[src/rtl/core/cfp_pkg.sv]
`timescale 1ns / 1ps
// Package for the checksummed frame parser: byte constants, status codes,
// parse phase encoding and default sizing. No dependencies.
package cfp_pkg;

    // Frame head byte; also the seed of the running checksum
    localparam logic [7:0] HEAD_BYTE = 8'hFF;

    // Default largest payload, in bytes
    localparam int MAX_PAYLOAD_DEF = 4;

    // Result field widths
    localparam int STATUS_W  = 2;
    localparam int COUNT_W   = 3;
    localparam int PAYLOAD_W = 32;
    localparam int PACK_BYTES = PAYLOAD_W / 8;

    // Result status codes
    typedef enum logic [STATUS_W-1:0] {
        ST_GOOD   = 2'd0,
        ST_BADSUM = 2'd1,
        ST_BADLEN = 2'd2
    } t_status;

    // Parse phase, one-hot
    typedef enum logic [4:0] {
        PH_HUNT   = 5'b00001,
        PH_LENGTH = 5'b00010,
        PH_ADDR   = 5'b00100,
        PH_DATA   = 5'b01000,
        PH_CHECK  = 5'b10000
    } t_phase;

endpackage

[src/rtl/core/cfp_if.sv]
`timescale 1ns / 1ps
// Valid/ready stream interfaces of the frame parser: byte input and result.
// Depends on cfp_pkg.
interface cfp_byte_if;
    logic       valid;
    logic       ready;
    logic [7:0] rx_byte;

    modport source (output valid, output rx_byte, input ready);
    modport sink   (input valid, input rx_byte, output ready);
endinterface

interface cfp_result_if;
    import cfp_pkg::*;

    logic                 valid;
    logic                 ready;
    logic [STATUS_W-1:0]  status;
    logic [7:0]           reg_addr;
    logic [COUNT_W-1:0]   payload_count;
    logic [PAYLOAD_W-1:0] payload;

    modport source (output valid, output status, output reg_addr,
                    output payload_count, output payload, input ready);
    modport sink   (input valid, input status, input reg_addr,
                    input payload_count, input payload, output ready);
endinterface

[src/rtl/core/checksummed_frame_parser_top.sv]
`timescale 1ns / 1ps
// Checksummed serial frame parser, top level.
// Depends on cfp_pkg and the stream interfaces in cfp_if.
//
// Usage:
//   i_rx  : one received byte per request (valid/ready). Frames are
//           FF, length L, address (if L > 0), L-1 payload bytes, checksum.
//           The checksum is the 8-bit sum of head, length, address and payload.
//   o_res : one result request per frame end: status (good, checksum mismatch,
//           length too large), address, payload byte count and payload packed
//           first byte in bits 31:24. Bytes that complete nothing give no result.
//   Throughput: one byte per cycle, one parse step per byte, unless o_res stalls.
//   Path: a taken byte lands in the input register; its result, if any, is
//           written to the output register when the parse step advances.
//   A byte may be taken while a finished result still waits in the output
//   register; the input register only holds when that result is not taken.
//   Stall: o_res.valid and the fields hold until o_res.ready; back-pressure
//   reaches i_rx.ready combinationally through one register stage.
//   Reset (i_rst_n low, synchronous): back to hunting for a head byte, both
//   register stages empty.
module checksummed_frame_parser_top #(
    parameter int MAX_PAYLOAD = cfp_pkg::MAX_PAYLOAD_DEF
) (
    input  logic          i_clk,
    input  logic          i_rst_n,
    cfp_byte_if.sink      i_rx,
    cfp_result_if.source  o_res
);
    import cfp_pkg::*;

    localparam int CNT_W  = $clog2(MAX_PAYLOAD + 1);
    localparam int IDX_W  = (MAX_PAYLOAD > 1) ? $clog2(MAX_PAYLOAD) : 1;
    localparam int PACK_N = (MAX_PAYLOAD < PACK_BYTES) ? MAX_PAYLOAD : PACK_BYTES;
    localparam logic [8:0] LEN_LIMIT = 9'(MAX_PAYLOAD + 1);

    // Input register
    logic       r_in_vld;
    logic [7:0] r_in_byte;

    // Parser state
    t_phase           r_phase,  n_phase;
    logic [7:0]       r_sum,    n_sum;
    logic [CNT_W-1:0] r_exp,    n_exp;
    logic [CNT_W-1:0] r_rcv,    n_rcv;
    logic [7:0]       r_addr,   n_addr;
    logic [7:0]       r_store [MAX_PAYLOAD];
    logic [7:0]       n_store [MAX_PAYLOAD];

    // Output register
    logic                 r_out_vld;
    t_status              r_out_status,  n_out_status;
    logic [7:0]           r_out_addr,    n_out_addr;
    logic [COUNT_W-1:0]   r_out_count,   n_out_count;
    logic [PAYLOAD_W-1:0] r_out_payload, n_out_payload;

    logic                 advance;
    logic                 emit;
    logic [CNT_W-1:0]     rcv_inc;
    logic [CNT_W+COUNT_W-1:0] rcv_wide;
    logic [PAYLOAD_W-1:0] packed_store;

    // Handshake: the parse step moves when the output slot is free or drains
    assign advance    = r_in_vld && (!r_out_vld || o_res.ready);
    assign i_rx.ready = !r_in_vld || advance;

    assign rcv_inc  = r_rcv + CNT_W'(1);
    assign rcv_wide = {{COUNT_W{1'b0}}, r_rcv};

    // Pack the first stored payload bytes, first byte at the top
    always_comb begin
        packed_store = '0;
        for (int i = 0; i < PACK_N; i++) begin
            packed_store[PAYLOAD_W-1-8*i -: 8] = r_store[i];
        end
    end

    // One parse step per byte
    always_comb begin
        n_phase       = r_phase;
        n_sum         = r_sum;
        n_exp         = r_exp;
        n_rcv         = r_rcv;
        n_addr        = r_addr;
        n_store       = r_store;
        emit          = 1'b0;
        n_out_status  = ST_GOOD;
        n_out_addr    = r_addr;
        n_out_count   = rcv_wide[COUNT_W-1:0];
        n_out_payload = packed_store;

        // checksum accumulates every frame byte but the checksum itself
        if (r_phase != PH_HUNT && r_phase != PH_CHECK) begin
            n_sum = r_sum + r_in_byte;
        end

        case (r_phase)
            PH_HUNT: begin
                if (r_in_byte == HEAD_BYTE) begin
                    n_sum   = HEAD_BYTE;
                    n_exp   = '0;
                    n_rcv   = '0;
                    n_addr  = '0;
                    for (int i = 0; i < MAX_PAYLOAD; i++) begin
                        n_store[i] = '0;
                    end
                    n_phase = PH_LENGTH;
                end
            end
            PH_LENGTH: begin
                if (r_in_byte == 8'd0) begin
                    n_exp   = '0;
                    n_phase = PH_CHECK;
                end else if ({1'b0, r_in_byte} > LEN_LIMIT) begin
                    // oversize length: report at once
                    n_phase       = PH_HUNT;
                    emit          = 1'b1;
                    n_out_status  = ST_BADLEN;
                    n_out_addr    = '0;
                    n_out_count   = '0;
                    n_out_payload = '0;
                end else begin
                    n_exp   = CNT_W'(r_in_byte - 8'd1);
                    n_phase = PH_ADDR;
                end
            end
            PH_ADDR: begin
                n_addr  = r_in_byte;
                n_phase = (r_exp == '0) ? PH_CHECK : PH_DATA;
            end
            PH_DATA: begin
                n_store[r_rcv[IDX_W-1:0]] = r_in_byte;
                n_rcv = rcv_inc;
                if (rcv_inc >= r_exp) begin
                    n_phase = PH_CHECK;
                end
            end
            PH_CHECK: begin
                n_phase      = PH_HUNT;
                emit         = 1'b1;
                n_out_status = (r_sum == r_in_byte) ? ST_GOOD : ST_BADSUM;
            end
            default: begin
                n_phase = PH_HUNT;
            end
        endcase
    end

    // Control registers
    always_ff @(posedge i_clk) begin
        if (!i_rst_n) begin
            r_in_vld  <= 1'b0;
            r_out_vld <= 1'b0;
            r_phase   <= PH_HUNT;
        end else begin
            if (i_rx.valid && i_rx.ready) begin
                r_in_vld <= 1'b1;
            end else if (advance) begin
                r_in_vld <= 1'b0;
            end
            if (advance && emit) begin
                r_out_vld <= 1'b1;
            end else if (o_res.ready) begin
                r_out_vld <= 1'b0;
            end
            if (advance) begin
                r_phase <= n_phase;
            end
        end
    end

    // Datapath registers
    always_ff @(posedge i_clk) begin
        if (!i_rst_n) begin
            r_sum  <= HEAD_BYTE;
            r_exp  <= '0;
            r_rcv  <= '0;
            r_addr <= '0;
            for (int i = 0; i < MAX_PAYLOAD; i++) begin
                r_store[i] <= '0;
            end
        end else if (advance) begin
            r_sum   <= n_sum;
            r_exp   <= n_exp;
            r_rcv   <= n_rcv;
            r_addr  <= n_addr;
            r_store <= n_store;
        end
    end

    // Input byte and result fields, no reset needed
    always_ff @(posedge i_clk) begin
        if (i_rx.valid && i_rx.ready) begin
            r_in_byte <= i_rx.rx_byte;
        end
        if (advance && emit) begin
            r_out_status  <= n_out_status;
            r_out_addr    <= n_out_addr;
            r_out_count   <= n_out_count;
            r_out_payload <= n_out_payload;
        end
    end

    assign o_res.valid         = r_out_vld;
    assign o_res.status        = r_out_status;
    assign o_res.reg_addr      = r_out_addr;
    assign o_res.payload_count = r_out_count;
    assign o_res.payload       = r_out_payload;

endmodule

[src/flat_wrapper.sv]
// flat-port wrapper written by rule: the top's interface ports become plain ports
module checksummed_frame_parser_top_flat import cfp_pkg::*;
#(
    parameter int MAX_PAYLOAD = cfp_pkg::MAX_PAYLOAD_DEF
)
  (i_clk, i_rst_n, i_rx_valid, i_rx_rx_byte, i_rx_ready, o_res_valid, o_res_status, o_res_reg_addr, o_res_payload_count, o_res_payload, o_res_ready);
  cfp_byte_if i_rx_i ();
  cfp_result_if o_res_i ();
  input  logic i_clk;
  input  logic i_rst_n;
  input wire logic [$bits(i_rx_i.valid)-1:0] i_rx_valid;
  input wire logic [$bits(i_rx_i.rx_byte)-1:0] i_rx_rx_byte;
  output wire logic [$bits(i_rx_i.ready)-1:0] i_rx_ready;
  output wire logic [$bits(o_res_i.valid)-1:0] o_res_valid;
  output wire logic [$bits(o_res_i.status)-1:0] o_res_status;
  output wire logic [$bits(o_res_i.reg_addr)-1:0] o_res_reg_addr;
  output wire logic [$bits(o_res_i.payload_count)-1:0] o_res_payload_count;
  output wire logic [$bits(o_res_i.payload)-1:0] o_res_payload;
  input wire logic [$bits(o_res_i.ready)-1:0] o_res_ready;
  assign i_rx_i.valid = i_rx_valid;
  assign i_rx_i.rx_byte = i_rx_rx_byte;
  assign i_rx_ready = i_rx_i.ready;
  assign o_res_valid = o_res_i.valid;
  assign o_res_status = o_res_i.status;
  assign o_res_reg_addr = o_res_i.reg_addr;
  assign o_res_payload_count = o_res_i.payload_count;
  assign o_res_payload = o_res_i.payload;
  assign o_res_i.ready = o_res_ready;
  checksummed_frame_parser_top #(.MAX_PAYLOAD(MAX_PAYLOAD)) u_core (.i_clk(i_clk), .i_rst_n(i_rst_n), .i_rx(i_rx_i), .o_res(o_res_i));
endmodule
[config.mk]
export PLATFORM = sky130hd
export DESIGN_NAME = checksummed_frame_parser_top_flat
export DESIGN_NICKNAME = d
export VERILOG_FILES = /design/src/rtl/core/cfp_pkg.sv /design/src/rtl/core/cfp_if.sv /design/src/rtl/core/checksummed_frame_parser_top.sv /design/src/flat_wrapper.sv
export SDC_FILE = /design/constraint.sdc
export NUM_CORES = 1
export LEC_CHECK = 0
export ABC_AREA = 0
export CAP_MARGIN = 20
export CORE_MARGIN = 5
export CORE_UTILIZATION = 63
export CTS_CLUSTER_SIZE = 20
export DETAILED_ROUTE_END_ITERATION = 8
export DONT_BUFFER_PORTS = 1
export GPL_ROUTABILITY_DRIVEN = 0
export PLACE_DENSITY = 0.84
export SYNTH_ARGS = -nofsm -noshare
export SYNTH_HDL_FRONTEND = slang
export SYNTH_SLANG_ARGS = --single-unit
[constraint.sdc]
create_clock -name i_clk -period 5.5 [get_ports i_clk]
set_input_delay 0.825 -clock i_clk [delete_from_list [all_inputs] [get_ports i_clk]]
set_output_delay 0.825 -clock i_clk [all_outputs]
set_load 0.05 [all_outputs]
==> results of run 1 <==
registers in the layout, summed over array words and instances, names as in the netlist, 3 cells and up:
register and flops:
u_core.o_res.payload 32, u_core.packed_store 32, u_core.o_res.reg_addr 8, u_core.r_addr 8, u_core.r_in_byte 8, u_core.r_sum 8, u_core.r_phase 5, u_core.o_res.payload_count 3
u_core.r_exp 3, u_core.r_rcv 3
power by group:
part           leakage, nW  switching, mW  total (mW)  internal (mW)
Combinational        0.718         0.0394      0.0601         0.0207
Clock                0.279          0.381        1.08          0.698
Sequential            1.09        0.00959       0.897          0.888
worst min path at each step:
stage / end / slack (ns)
2_1_floorplan: u_core.packed_store[10] / 0.43
3_3_place_gp: u_core.packed_store[29] / 0.44
3_5_place_dp: u_core.packed_store[27] / 0.44
4_1_cts: u_core.r_in_byte[2] / 0.38
5_1_grt: u_core.r_in_byte[1] / 0.38
6_report: u_core.r_in_byte[1] / 0.39
routing by layer:
layer  vias up  global-route usage [%]  routed length, um
met5         -                       0                  0
met4         0                    12.5                324
met3        32                    7.90                919
met2       170                    40.3               5180
met1      1607                    28.7               4160
li1       1555                       -                  -
placed cells by master (no fill, tap or decap), drive strengths merged, types with 4 or more instances in the layout:
| cell type | n |
|---|---|
| nand2 | 62 |
| dfxtp | 61 |
| edfxtp | 53 |
| and2 | 44 |
| o22ai | 33 |
| nor2 | 24 |
| clkbuf | 18 |
| ha | 17 |
| o21ai | 14 |
| inv | 11 |
| a21oi | 9 |
| nand3 | 8 |
| a22o | 8 |
| o211ai | 8 |
| nor3 | 6 |
| clkinv | 6 |
| nor2b | 5 |
| xor2 | 4 |
| a31oi | 4 |
| clkinvlp | 4 |
| o31ai | 4 |
stage by stage:
stage | setup WS (ns) | cell area, um^2
after floorplan | 1.44 | 4720
after global placement | 2.80 | 4810
after detailed placement | 2.69 | 4810
after CTS | 2.67 | 5400
after global routing | 2.46 | 5400
final | 2.65 | 5400
cell type report:
class                      count  area [um^2]
timing repair buffer           2         15.0
fill                         477         1890
tap                           99          124
clock buffer                  18          428
sequential                   114         2810
clock inverter                13          161
inverter                      11         41.3
multi-input combinational    286         1820
worst register-to-register path, delay by kind of cell (launching register included):
kind                   cells  cell delay, ns
AO/OA/AOI/OAI              2            0.76
buffers and inverters      2            0.67
flip-flops                 1            0.47
AND/OR/NAND/NOR            1            0.61
cells by family after synthesis:
logic type               Yosys count  share of synthesized area, %
XOR/XNOR                           7                          1.30
AND/OR/NAND/NOR                  168                          18.7
flip-flops                       114                          59.6
adder cells (fa/ha/maj)           18                          4.93
AO/OA/AOI/OAI                     92                          13.3
buffers and inverters             25                          2.02
multiplexers                       1                         0.212
==> results.tsv, run 1 <==
metric	value	unit
post_cts_buffers	0	
clock_latency	0.52	ns
die_w	96.5	um
critical_path.most_common_cell	buf_4	
finalPower	2.04	mW
post-route-util	74.1	%
cts-hold-fix-buffers	0	
clk_path_buf_depth	2	
path_clk_slew	0.06	ns
synth_largest_area_cell	edfxtp_1	
period_share	51.8	%
relSlewSlack	49.7	%
root_buffer	clkbuf_8	
rr_endpoint	u_core.o_res.payload[28]	
irDropWorstVdd	0.207	mV
tns	0	ns
drtIter0Drc	278	
rows	31	
crit_required	5.71	ns
cp-startpoint	u_core.r_in_byte[5]	
via_count	3364	
hpwl	6700	um
nets	462	
io_buffers	0	
cts_tree	yes	
ys.flop_type	dfxtp_1	
whs	0.393	ns
synthesis.nets	455	
ys_seq_area_share	59.6	%
antenna_found_initial	0	
crit_family	compound AO/OA/AOI/OAI gates	
syn_to_final_growth	14.5	%
grtUsageTotal	24.5	%
pin_count	59	
grt_pass1_vias	3219	
ys_ff_latch	114	
min-delay-start	i_rx_rx_byte[1]	
coreArea	7290	um^2
wire_per_inst	19.5	um
period_minus_slack	2.85	ns
cp-endpoint	u_core.o_res.payload[28]	
start_util	64.7	%
first_pass_iters	5	
crit_path_max_incr_delay	0.68	ns
dp.cells	512	
critPathCaptureType	register	
mappedNetlistArea	4720	um^2
finalHoldViolCount	0	
drc	0	
synthTopCellsByCount	nand2_1, dfxtp_1, edfxtp_1	
maxCapViolations	0	
path_buf_inv	2	
finalNonFillerCells	543	
r2r_start	u_core.r_in_byte[5]	
synth.most_common_cell	nand2_1	
antenna_left	0	
die_y	96.5	um
final_max_slew_viol_count	0	
tightest_slew	0.754	ns
synth_area_leaders	edfxtp_1, dfxtp_1, and2_1	
netlist_instances	425	
p_leak	2.09	nW
hp-class	in2reg	
numCtsBuffers	17	
ys_types	50	
die-area	9320	um^2
rsz0062_at_grt	false	
synth-async-reset-ratio	0	%
startpoint_type	register	
fmax	0.351	GHz
grt_max_degree	53	
ctsResizeCount	0	
grt_pass1_wl	16600	um
grt.overflow.total	0	
htreeDepth	4	
via_per_inst	6.20	
synth_top_area_share	33.7	%
path_cells	or4_4, o31ai_4, buf_4, a21oi_4, buf_4	
clock-sinks	114	
critPathKind	reg2reg	
wirelength	10600	um
run_status	completed	
power_density	377	nW/um^2
avgSynthCellArea	11.1	um^2
worstPathArrival	3.06	ns
drive_gt1_share	10.4	%
diodes	0	
skew	0.00816	ns
cp.depth	5	
slowest_stage	o31ai_4	
rrSetupSlack	2.65	ns
synth_warnings	0	
synth-edff-count	53	
path_max_fanout	45	
r2r_cells	5	
holdPathStages	0	
finalSetupViolations	0	
Power figures use the tool's default switching activity.
==> run 2, diff against run 1 <==
clock period = 2.7 ns   (was 5.5 ns; I/O delays follow)
==> results.tsv, run 2 (same netlist as run 1, synthesis figures left out) <==
metric	value	unit
wire_per_inst	18.4	um
htreeDepth	4	
tightest_slew	0.697	ns
ctsResizeCount	0	
maxCapViolations	0	
die-area	9320	um^2
finalNonFillerCells	554	
fmax	0.417	GHz
wirelength	10200	um
cts-hold-fix-buffers	9	
finalSetupViolations	0	
via_per_inst	6.08	
antenna_left	0	
combPwrFrac	3.2	%
die_w	96.5	um
clkPwrFrac	53.4	%
cts_tree	yes	
root_buffer	clkbuf_8	
final_common_cell	nand2_1	
coreArea	7290	um^2
p_seq_share	43.5	%
rsz0062_at_grt	false	
diodes	0	
critPathKind	reg2reg	
post_cts_buffers	0	
period_share	88.8	%
nets	472	
p_leak	1.97	nW
p_sw	0.888	mW
grtUsageTotal	23.4	%
rows	31	
grt.overflow.total	0	
numCtsBuffers	17	
antenna_found_initial	0	
r2r_cells	4	
io_buffers	0	
die_y	96.5	um
path_clk_slew	0.05	ns
irDropWorstVdd	0.458	mV
power_density	762	nW/um^2
drtIter0Drc	275	
clk_path_buf_depth	2	
grt_pass1_vias	3274	
pin_count	59	
drive_gt1_share	10.1	%
startpoint_type	register	
clock_latency	0.52	ns
run_status	completed	
relSlewSlack	53.5	%
dp.cells	513	
tns	0	ns
drc	0	
final_max_slew_viol_count	0	
skew	0.00608	ns
syn_to_final_growth	17.1	%
crit_required	3.08	ns
path_max_fanout	31	
start_util	64.7	%
netSwitchingFraction	21.1	%
final_cell_mix	nand2_1, dfxtp_1, edfxtp_1	
grt_max_degree	53	
hpwl	6320	um
internal_power	3.32	mW
critPathCaptureType	register	
worstPathArrival	2.78	ns
grt_pass1_wl	16000	um
clock-sinks	114	
first_pass_iters	5	
finalHoldViolCount	0	
hp-class	in2reg	
holdPathStages	2	
period_minus_slack	2.40	ns
via_count	3370	
[run 2: cell count changes in the layout (fill, tap and decap cells not counted)]
cell / before / now
buf_12: 0 / 1
clkbuf_1: 0 / 2
clkbuf_16: 16 / 17
clkbuf_8: 2 / 1
clkinv_4: 2 / 1
clkinvlp_4: 4 / 3
dlygate4sd3_1: 0 / 9
inv_6: 1 / 2
[run 2: worst max-delay path, stage by stage (launching register included)]
cell and delay [ns]:
edfxtp_1 0.52, or4_4 0.56, o31ai_4 0.63, buf_4 0.37, and2_1 0.17
[run 2: final cells by class]
class,instances,area (um^2)
Sequential cell,114,2810
Multi-Input combinational cell,286,1820
Fill cell,459,1770
Clock buffer,20,447
Clock inverter,12,154
Timing Repair Buffer,12,125
Tap cell,99,124
Inverter,11,41.3
[run 2: per-stage QoR]
step / utilization (%) / hold slack (ns) / setup slack [ns] / power [mW] / area (um^2)
2_1_floorplan: - / 0.431 / 0.104 / 1.95 / 4730
3_3_place_gp: 66.3 / 0.440 / 0.463 / 1.98 / 4830
3_5_place_dp: 66.3 / 0.447 / 0.350 / 1.98 / 4830
4_1_cts: 75.8 / 0.00476 / 0.316 / 4.22 / 5530
5_1_grt: 75.8 / 0.00886 / 0.223 / 4.32 / 5530
6_report: 75.8 / 0.0180 / 0.303 / 4.21 / 5530
[run 2: worst paths after layout]
kind / from / to / slack (ns)
worst min-delay path: i_rx_valid / u_core.r_in_vld / 0.02
worst min register to register: u_core.packed_store[11] / u_core.packed_store[11] / 0.46
worst max register to register: u_core.r_in_byte[7] / u_core.o_res.reg_addr[5] / 0.30
worst max-delay path: u_core.r_in_byte[7] / u_core.o_res.reg_addr[5] / 0.30
[run 2: per-layer routing]
metal	share of wire, %	global-route usage [%]	up-vias
met4	2.8	10.6	0
li1	-	-	1577
met1	42	29.1	1590
met2	49	37.4	169
met3	6.8	7.44	34
met5	0	0	-
[run 2: power by group through the flow]
stage	Combinational (mW)	Clock [mW]	Sequential [mW]
global placement	0.114	0	1.86
global route	0.144	2.35	1.83
CTS	0.131	2.27	1.83
finish	0.134	2.24	1.83
floorplan	0.0986	0	1.86
detailed placement	0.117	0	1.86
